$ cat src/rtl/core/ffra_pkg.sv
// Shared types, codes and constants of the first-fit region allocator.
package ffra_pkg;

  localparam int ADDR_W          = 32;
  localparam int COUNT_W         = 21;
  localparam int DEF_MAX_REGIONS = 32;
  localparam int DEF_PAGE_SHIFT  = 12;

  localparam logic [ADDR_W-1:0] BASE_RESET = 32'h6000_0000;
  localparam logic [ADDR_W-1:0] TOP_RESET  = 32'h8000_0000;

  typedef enum logic [0:0] {
    OP_ALLOC = 1'b0,
    OP_FREE  = 1'b1
  } op_t;

  typedef enum logic [0:0] {
    REG_WINDOW_BASE = 1'b0,
    REG_WINDOW_TOP  = 1'b1
  } reg_index_t;

  typedef enum logic [1:0] {
    ST_OK     = 2'd0,
    ST_NO_GAP = 2'd1,
    ST_FULL   = 2'd2,
    ST_UNUSED = 2'd3
  } status_t;

  typedef struct packed {
    logic [0:0]         operation;
    logic [ADDR_W-1:0]  address;
    logic [COUNT_W-1:0] page_count;
  } in_item_t;

  typedef struct packed {
    logic [1:0]        status;
    logic [ADDR_W-1:0] region_address;
    logic              entry_removed;
  } out_item_t;

  typedef enum logic [3:0] {
    CMD_NONE,
    CMD_LOAD,
    CMD_FREE_STEP,
    CMD_SLOT_STEP,
    CMD_GAP_INIT,
    CMD_GAP_SCAN,
    CMD_GAP_STEP,
    CMD_GAP_TOP,
    CMD_FINISH
  } cmd_t;

  typedef struct packed {
    logic is_free;
    logic idx_last;
    logic free_hit;
    logic slot_free;
    logic window_bad;
    logic best_valid;
    logic gap_fit;
    logic top_fit;
    logic out_busy;
  } dp_status_t;

endpackage

$ cat src/rtl/core/ffra_ctrl.sv
// Request sequencer of the first-fit region allocator.
module ffra_ctrl (
  input  logic               clk,
  input  logic               rst,
  input  logic               in_valid,
  output logic               in_stall,
  input  ffra_pkg::dp_status_t st,
  output ffra_pkg::cmd_t     cmd
);

  typedef enum logic [7:0] {
    S_IDLE     = 8'b0000_0001,
    S_FREE     = 8'b0000_0010,
    S_SLOT     = 8'b0000_0100,
    S_GAP_INIT = 8'b0000_1000,
    S_GAP_SCAN = 8'b0001_0000,
    S_GAP_STEP = 8'b0010_0000,
    S_GAP_TOP  = 8'b0100_0000,
    S_FINISH   = 8'b1000_0000
  } state_t;

  state_t state, state_next;

  assign in_stall = (state != S_IDLE);

  always_comb begin
    state_next = state;
    cmd        = ffra_pkg::CMD_NONE;
    case (state)
      S_IDLE: begin
        if (in_valid) begin
          cmd        = ffra_pkg::CMD_LOAD;
          state_next = S_FREE;
        end
      end
      S_FREE: begin
        // first cycle after load also routes allocate requests
        if (!st.is_free) begin
          state_next = S_SLOT;
        end else begin
          cmd = ffra_pkg::CMD_FREE_STEP;
          if (st.free_hit || st.idx_last) state_next = S_FINISH;
        end
      end
      S_SLOT: begin
        cmd = ffra_pkg::CMD_SLOT_STEP;
        if (st.slot_free) state_next = S_GAP_INIT;
        else if (st.idx_last) state_next = S_FINISH;
      end
      S_GAP_INIT: begin
        cmd        = ffra_pkg::CMD_GAP_INIT;
        state_next = st.window_bad ? S_FINISH : S_GAP_SCAN;
      end
      S_GAP_SCAN: begin
        cmd = ffra_pkg::CMD_GAP_SCAN;
        if (st.idx_last) state_next = S_GAP_STEP;
      end
      S_GAP_STEP: begin
        cmd = ffra_pkg::CMD_GAP_STEP;
        if (!st.best_valid) state_next = S_GAP_TOP;
        else if (st.gap_fit) state_next = S_FINISH;
        else state_next = S_GAP_SCAN;
      end
      S_GAP_TOP: begin
        cmd        = ffra_pkg::CMD_GAP_TOP;
        state_next = S_FINISH;
      end
      S_FINISH: begin
        if (!st.out_busy) begin
          cmd        = ffra_pkg::CMD_FINISH;
          state_next = S_IDLE;
        end
      end
      default: state_next = S_IDLE;
    endcase
  end

  always_ff @(posedge clk) begin
    if (rst) state <= S_IDLE;
    else state <= state_next;
  end

endmodule

$ cat src/rtl/core/ffra_dp.sv
// Region table, window registers, gap search datapath and result register.
module ffra_dp #(
  parameter int MAX_REGIONS = ffra_pkg::DEF_MAX_REGIONS,
  parameter int PAGE_SHIFT  = ffra_pkg::DEF_PAGE_SHIFT
) (
  input  logic                          clk,
  input  logic                          rst,
  input  ffra_pkg::in_item_t            in_data,
  input  ffra_pkg::cmd_t                cmd,
  output ffra_pkg::dp_status_t          st,
  output logic                          out_valid,
  input  logic                          out_stall,
  output ffra_pkg::out_item_t           out_data,
  input  logic                          cfg_write,
  input  logic [0:0]                    cfg_index,
  input  logic [ffra_pkg::ADDR_W-1:0]   cfg_data
);

  localparam int AW = ffra_pkg::ADDR_W;
  localparam int NW = ffra_pkg::COUNT_W;
  localparam int PW = AW - PAGE_SHIFT;
  localparam int IW = $clog2(MAX_REGIONS);
  localparam int CW = ((PW > NW) ? PW : NW) + 1;
  localparam logic [IW-1:0] IDX_LAST = IW'(MAX_REGIONS - 1);
  localparam logic [AW:0]   PAGE_RND = (AW+1)'((64'd1 << PAGE_SHIFT) - 64'd1);

  logic [AW-1:0] window_base, window_top;

  logic [MAX_REGIONS-1:0] valid;
  logic [PW-1:0]          start_mem [MAX_REGIONS];
  logic [NW-1:0]          pages_mem [MAX_REGIONS];

  logic          req_free;
  logic [PW-1:0] req_page;
  logic [NW-1:0] req_count;
  logic [IW-1:0] idx, slot;
  logic [CW-1:0] cursor;
  logic          have_last, best_valid;
  logic [PW+IW-1:0] last_key, best_key;
  logic [NW-1:0]    best_pages;

  logic [1:0]    res_status;
  logic [AW-1:0] res_addr;
  logic          res_removed;

  logic [AW:0]   base_sum;
  logic [CW-1:0] base_pg, top_pg, limit, best_end, best_start_c, cnt_c;
  logic [PW+IW-1:0] cur_key;
  logic          cand, gap_fit, top_fit;

  assign base_sum     = {1'b0, window_base} + PAGE_RND;
  assign base_pg      = CW'(base_sum[AW:PAGE_SHIFT]);
  assign top_pg       = CW'(window_top[AW-1:PAGE_SHIFT]);
  assign cnt_c        = CW'(req_count);
  assign cur_key      = {start_mem[idx], idx};
  assign cand         = valid[idx] && (!have_last || cur_key > last_key)
                        && (!best_valid || cur_key < best_key);
  assign best_start_c = CW'(best_key[PW+IW-1:IW]);
  assign best_end     = best_start_c + CW'(best_pages);
  assign limit        = (best_start_c < top_pg) ? best_start_c : top_pg;
  assign gap_fit      = (limit > cursor) && ((limit - cursor) >= cnt_c);
  assign top_fit      = (top_pg > cursor) && ((top_pg - cursor) >= cnt_c);

  always_comb begin
    st            = '0;
    st.is_free    = req_free;
    st.idx_last   = (idx == IDX_LAST);
    st.free_hit   = valid[idx] && (start_mem[idx] == req_page);
    st.slot_free  = !valid[idx];
    st.window_bad = (req_count == '0) || (base_pg >= top_pg);
    st.best_valid = best_valid;
    st.gap_fit    = gap_fit;
    st.top_fit    = top_fit;
    st.out_busy   = out_valid && out_stall;
  end

  always_ff @(posedge clk) begin
    if (rst) begin
      window_base <= ffra_pkg::BASE_RESET;
      window_top  <= ffra_pkg::TOP_RESET;
    end else if (cfg_write) begin
      case (cfg_index)
        ffra_pkg::REG_WINDOW_BASE: window_base <= cfg_data;
        ffra_pkg::REG_WINDOW_TOP:  window_top  <= cfg_data;
        default: ;
      endcase
    end
  end

  // table valid bits and output handshake
  always_ff @(posedge clk) begin
    if (rst) begin
      valid     <= '0;
      out_valid <= 1'b0;
    end else begin
      if (cmd == ffra_pkg::CMD_FINISH) out_valid <= 1'b1;
      else if (out_valid && !out_stall) out_valid <= 1'b0;
      case (cmd)
        ffra_pkg::CMD_FREE_STEP: if (st.free_hit) valid[idx] <= 1'b0;
        ffra_pkg::CMD_GAP_STEP:  if (best_valid && gap_fit) valid[slot] <= 1'b1;
        ffra_pkg::CMD_GAP_TOP:   if (top_fit) valid[slot] <= 1'b1;
        default: ;
      endcase
    end
  end

  always_ff @(posedge clk) begin
    case (cmd)
      ffra_pkg::CMD_LOAD: begin
        req_free    <= (in_data.operation == ffra_pkg::OP_FREE);
        req_page    <= in_data.address[AW-1:PAGE_SHIFT];
        req_count   <= in_data.page_count;
        idx         <= '0;
        res_status  <= ffra_pkg::ST_OK;
        res_addr    <= '0;
        res_removed <= 1'b0;
      end
      ffra_pkg::CMD_FREE_STEP: begin
        if (st.free_hit) res_removed <= 1'b1;
        idx <= st.idx_last ? '0 : idx + 1'b1;
      end
      ffra_pkg::CMD_SLOT_STEP: begin
        slot <= idx;
        if (!st.slot_free && st.idx_last) res_status <= ffra_pkg::ST_FULL;
        idx <= st.idx_last ? '0 : idx + 1'b1;
      end
      ffra_pkg::CMD_GAP_INIT: begin
        cursor     <= base_pg;
        idx        <= '0;
        have_last  <= 1'b0;
        best_valid <= 1'b0;
        if (st.window_bad) res_status <= ffra_pkg::ST_NO_GAP;
      end
      ffra_pkg::CMD_GAP_SCAN: begin
        // pick the smallest (start, slot) above the last one taken
        if (cand) begin
          best_valid <= 1'b1;
          best_key   <= cur_key;
          best_pages <= pages_mem[idx];
        end
        idx <= st.idx_last ? '0 : idx + 1'b1;
      end
      ffra_pkg::CMD_GAP_STEP: begin
        if (best_valid) begin
          if (gap_fit) begin
            start_mem[slot] <= cursor[PW-1:0];
            pages_mem[slot] <= req_count;
            res_addr        <= AW'({cursor[PW-1:0], {PAGE_SHIFT{1'b0}}});
          end else begin
            if (best_end > cursor) cursor <= best_end;
            have_last  <= 1'b1;
            last_key   <= best_key;
            best_valid <= 1'b0;
          end
        end
      end
      ffra_pkg::CMD_GAP_TOP: begin
        if (top_fit) begin
          start_mem[slot] <= cursor[PW-1:0];
          pages_mem[slot] <= req_count;
          res_addr        <= AW'({cursor[PW-1:0], {PAGE_SHIFT{1'b0}}});
        end else begin
          res_status <= ffra_pkg::ST_NO_GAP;
        end
      end
      ffra_pkg::CMD_FINISH: begin
        out_data.status         <= res_status;
        out_data.region_address <= res_addr;
        out_data.entry_removed  <= res_removed;
      end
      default: ;
    endcase
  end

endmodule

$ cat src/rtl/core/first_fit_region_allocator.sv
// Top level of the first-fit region allocator.
// Usage: a request on in_data (in_valid/in_stall) either allocates page_count
// pages at the lowest fitting gap of the window or frees the region whose
// first page holds address. Each request gives one result on out_data
// (out_valid/out_stall): status, region_address and entry_removed.
// window_base and window_top are written through cfg_write/cfg_index/cfg_data;
// the user must write them only while no request is in flight, as the block
// itself does not enforce this. A free walks the table one slot a cycle until
// it finds the region or reaches the last slot. An allocate passes a routing
// state, scans for a free slot, then does one full table pass per region
// passed in address order plus a last one. The single table read port is
// stepped by the sequencer.
// One request is handled at a time; in_stall is high until the result has
// been written into the output register, so the next request may be taken
// while that result still waits. A stalled result holds in the register and
// the sequencer waits before writing the next one.
// Reset empties the table and restores the window to its reset values.
module first_fit_region_allocator #(
  parameter int MAX_REGIONS = ffra_pkg::DEF_MAX_REGIONS,
  parameter int PAGE_SHIFT  = ffra_pkg::DEF_PAGE_SHIFT
) (
  input  logic                        clk,
  input  logic                        rst,
  input  logic                        in_valid,
  output logic                        in_stall,
  input  ffra_pkg::in_item_t          in_data,
  output logic                        out_valid,
  input  logic                        out_stall,
  output ffra_pkg::out_item_t         out_data,
  input  logic                        cfg_write,
  input  logic [0:0]                  cfg_index,
  input  logic [ffra_pkg::ADDR_W-1:0] cfg_data
);

  ffra_pkg::cmd_t       cmd;
  ffra_pkg::dp_status_t st;

  ffra_ctrl u_ctrl (
    .clk      (clk),
    .rst      (rst),
    .in_valid (in_valid),
    .in_stall (in_stall),
    .st       (st),
    .cmd      (cmd)
  );

  ffra_dp #(
    .MAX_REGIONS (MAX_REGIONS),
    .PAGE_SHIFT  (PAGE_SHIFT)
  ) u_dp (
    .clk       (clk),
    .rst       (rst),
    .in_data   (in_data),
    .cmd       (cmd),
    .st        (st),
    .out_valid (out_valid),
    .out_stall (out_stall),
    .out_data  (out_data),
    .cfg_write (cfg_write),
    .cfg_index (cfg_index),
    .cfg_data  (cfg_data)
  );

endmodule
$ cat config.mk
export PLATFORM = sky130hd
export DESIGN_NAME = first_fit_region_allocator
export DESIGN_NICKNAME = d
export VERILOG_FILES = /design/src/rtl/core/ffra_pkg.sv /design/src/rtl/core/ffra_ctrl.sv /design/src/rtl/core/ffra_dp.sv /design/src/rtl/core/first_fit_region_allocator.sv
export SDC_FILE = /design/constraint.sdc
export NUM_CORES = 2
export LEC_CHECK = 0
export ABC_AREA = 0
export BUFFER_PORTS_ARGS = -buffer_cell sky130_fd_sc_hd__buf_4
export CAP_MARGIN = 20
export CORE_MARGIN = 2
export CORE_UTILIZATION = 55
export CTS_BUF_LIST = sky130_fd_sc_hd__clkbuf_4
export DETAILED_ROUTE_END_ITERATION = 8
export PLACE_DENSITY = 0.75
export SLEW_MARGIN = 20
export SYNTH_ARGS = -nofsm -noshare
export SYNTH_HDL_FRONTEND = slang
export SYNTH_SLANG_ARGS = --single-unit
$ cat constraint.sdc
create_clock -name clk -period 10.9 [get_ports clk]
set_clock_uncertainty 0.2 [all_clocks]
set_input_delay 1.09 -clock clk [delete_from_list [all_inputs] [get_ports clk]]
set_output_delay 1.09 -clock clk [all_outputs]
set_load 0.005 [all_outputs]
==> impl_metrics.ini <==
[global_route]
grt_pass1_wl_mm = 260
grt_max_degree = 138
grt_overflow = 0
grt_pass1_vias = 39900
antenna_found_initial = 3
grt_usage_pct = 28.6

[detailed_routing]
drtPass1Iterations = 7
wl_per_cell_um = 28.0
vias_per_cell = 6.30
wirelength_mm = 180
num_vias = 40300
ant_nets = 0
first_iter_violations = 5054
drc = 0

[synth]
yosys.area.top_type = edfxtp_1
ys_warn_count = 0
syn_area_per_cell_um2 = 17.2
synth.distinct_cells = 79
synth_edf_count = 1505
synth-seq-cells = 1603
yosys_most_used_dff = edfxtp_1
synth_top_area_share_pct = 66.8
syn-cell-area_um2 = 67700
synth.area.top_cells = edfxtp_1, mux4_2, ha_1
syn_inst = 3943
synth-async-reset-ratio_pct = 0
yosysSeqAreaShare_pct = 69.7

[critical_path]
critPathKind = register to register
critPathMaxFanout = 24
slowest_stage = nor2_4
critical_path_required_ns = 11.68
max_stage_delay_ns = 1.05
ff2ff_setup_slack_ns = 1.31
critPathLaunchType = register
worstReg2RegStart = u_dp.window_top[13]$_SDFFE_PP0P_
cp_data_arrival_time_ns = 10.37
r2r_end = u_dp.start_mem[30][12]$_DFFE_PP_
cp-end-kind = register
reg2reg_depth = 33

[cells_and_area]
fin_util_pct = 63.0
layout_common_cells = edfxtp_1, clkbuf_4, mux4_2, ha_1, buf_4
nets = 4801
fillCellCount = 8557
layout_commonest_cell = edfxtp_1
synthToLayoutAreaGrowth_pct = 13.4
final_cells = 6401
drive_gt1_share_pct = 25.2

[sta]
rsz0062_at_grt = false
finalCritPeriodShare_pct = 87.9
relSlewSlack_pct = 22.0
slew_viol_final = 0
fin_tns_setup_ns = 0
whs_ns = 0.142
setup_viol = 0
fmax_ghz = 0.104
tightest_slew_ns = 1.17
hold_violations = 0
finalCriticalPeriod_ns = 9.59

[power]
p_seq_share_pct = 52.9
switching_share_pct = 24.7
p_comb_share_pct = 10.0
power.switching_mw = 3.18
power.density_nw_per_um2 = 168
internal-power_mw = 9.70
ir_worst_vdd_mv = 0.128
leakagePower_nw = 26.5
p_clk_share_pct = 37.2

[clocking]
clock-sinks = 1603
cts_buffer_depth = 4
cts_setup_buffers = 0
root_buffer = clkbuf_4
clock_latency_ns = 1.36
clkSlewWorstSetupHoldPaths_ns = 0.08
htreeDepth = 5
numCtsBuffers = 407
cts_tree = yes

[placement]
port_buffers = 104
dp_cells = 5623
place_congestion = 0.958
dp.final_hpwl_mm = 111

[run]
max_cap_violations = 0

[floorplan]
ios = 129
rows = 128
die_area_um2 = 126000
die_h_um = 355
die-width_um = 355
start_util_pct = 55.5
core_um2 = 122000

[worst_hold_path]
hold_class = input pin to register
hold_start = cfg_index
holdPathStages = 5
holdPathEnd = u_dp.window_base[31]$_SDFFE_PP0P_

[outcome]
outcome = completed
## critical path: cells and delay by family (launching register included)
family,cells,cell delay [ns]
muxes,1,0.31
and+or+nand+nor,6,2.52
adders and majority gates,4,1.20
buffers and inverters,3,0.57
xor gates and xnor gates,1,0.10
DFF,1,0.41
AOI/OAI and AO/OA,18,3.88
## synthesized netlist by cell type, types with 7 or more instances
library cell	count
nor3_1	32
o22ai_1	14
nand3b_1	13
inv_1	140
nand2_1	209
mux2_2	17
a21oi_1	160
mux2i_1	93
nand4_1	65
and3b_1	7
edfxtp_1	1505
o21ai_0	56
o21bai_1	9
nor3b_1	15
a31oi_1	14
ha_1	217
a41oi_1	31
nor2_1	136
or3_1	8
nor4_1	14
and4_1	12
and3_1	22
buf_4	28
mux4_2	293
buf_1	30
xor2_1	25
dfxtp_1	98
a21o_1	59
buf_2	25
a22oi_1	145
a211o_1	10
nand2b_1	25
clkbuf_1	94
nor2b_1	14
and2_1	17
o211ai_1	8
nand3_1	48
o21a_1	33
mux4_1	7
xnor2_1	67
a211oi_1	43
## metrics by stage
step	power, mW	setup slack, ns	cell area [µm²]
2_1_floorplan	7.73	2.64	67700
3_3_place_gp	8.17	1.46	71000
3_5_place_dp	8.18	1.49	71100
4_1_cts	12.9	1.37	76600
5_1_grt	13.4	0.746	76700
6_report	12.9	1.31	76700
## how the worst max path moves through the flow
stage / start / end / slack (ns) / cells after the start
after global routing: u_dp.best_key[6]$_DFFE_PP_ / u_dp.pages_mem[25][13]$_DFFE_PP_ / 0.75 / 32
final: u_dp.window_top[13]$_SDFFE_PP0P_ / u_dp.start_mem[30][12]$_DFFE_PP_ / 1.31 / 33
after global placement: u_dp.window_top[13]$_SDFFE_PP0P_ / u_dp.start_mem[30][14]$_DFFE_PP_ / 1.46 / 33
after detailed placement: u_dp.best_key[6]$_DFFE_PP_ / u_dp.pages_mem[25][14]$_DFFE_PP_ / 1.49 / 32
after floorplan: u_dp.best_key[6]$_DFFE_PP_ / u_dp.pages_mem[12][0]$_DFFE_PP_ / 2.64 / 32
after CTS: u_dp.best_key[6]$_DFFE_PP_ / u_dp.start_mem[25][3]$_DFFE_PP_ / 1.37 / 32
## timing repair
action / 4_1_cts / 5_1_grt
hold buffers: 76 / 0
endpoints found under the setup margin: 0 / 0
resized for setup: 0 / 0
endpoints found under the hold margin: 97 / 0
## kinds of logic after synthesis
kind of cell,Yosys count,share of synthesized area (%)
flip-flops,1603,69.7
AND/OR/NAND/NOR,652,4.78
AO/OA/AOI/OAI,642,6.50
multiplexers,410,11.7
buffers and inverters,323,2.07
adder cells (fa/ha/maj),220,4.10
XOR/XNOR,92,1.19
other,1,0.00554
## final cells by class
type,instances,area (µm²),area share (%)
antenna,14,35.0,0.0457
clock buffer,562,4220,5.50
clock inverter,120,543,0.708
inverter,140,526,0.685
multi-input combinational,2028,19500,25.4
sequential,1603,47200,61.5
tap,1625,2030,2.65
timing repair buffer,309,2720,3.55
## per-layer routing
metal	global-route usage, %	wire (µm)	up-vias
met5	0	0	-
met4	8.91	4830	0
met3	6.63	19200	278
met2	45.5	85600	2454
met1	39.7	69900	20300
li1	-	-	17300
## registers in the layout, summed over array words and instances, names as in the netlist, 2 cells and up, named ones only
| signal | cells |
|---|---|
| u_dp.cursor | 22 |
| u_dp.res_status | 2 |
| u_dp.slot | 5 |
| u_dp.best_key | 25 |
| u_dp.window_base | 32 |
| u_dp.req_count | 21 |
| u_dp.idx | 5 |
| u_dp.res_addr | 20 |
| u_dp.pages_mem | 672 |
| u_dp.window_top | 20 |
| u_dp.req_page | 20 |
| u_dp.out_data | 23 |
| u_dp.best_pages | 21 |
| u_ctrl.state | 8 |
| u_dp.start_mem | 640 |
| u_dp.valid | 32 |
| u_dp.last_key | 25 |
## power groups by stage
stage                     Clock [mW]  Sequential, mW  Combinational, mW
after CTS                       4.85            6.81               1.27
after detailed placement           0            6.94               1.24
final                           4.78            6.81               1.28
after floorplan                    0            6.94              0.791
after global routing            5.19            6.81               1.36
after global placement             0            6.95               1.22
Power figures use the tool's default switching activity.
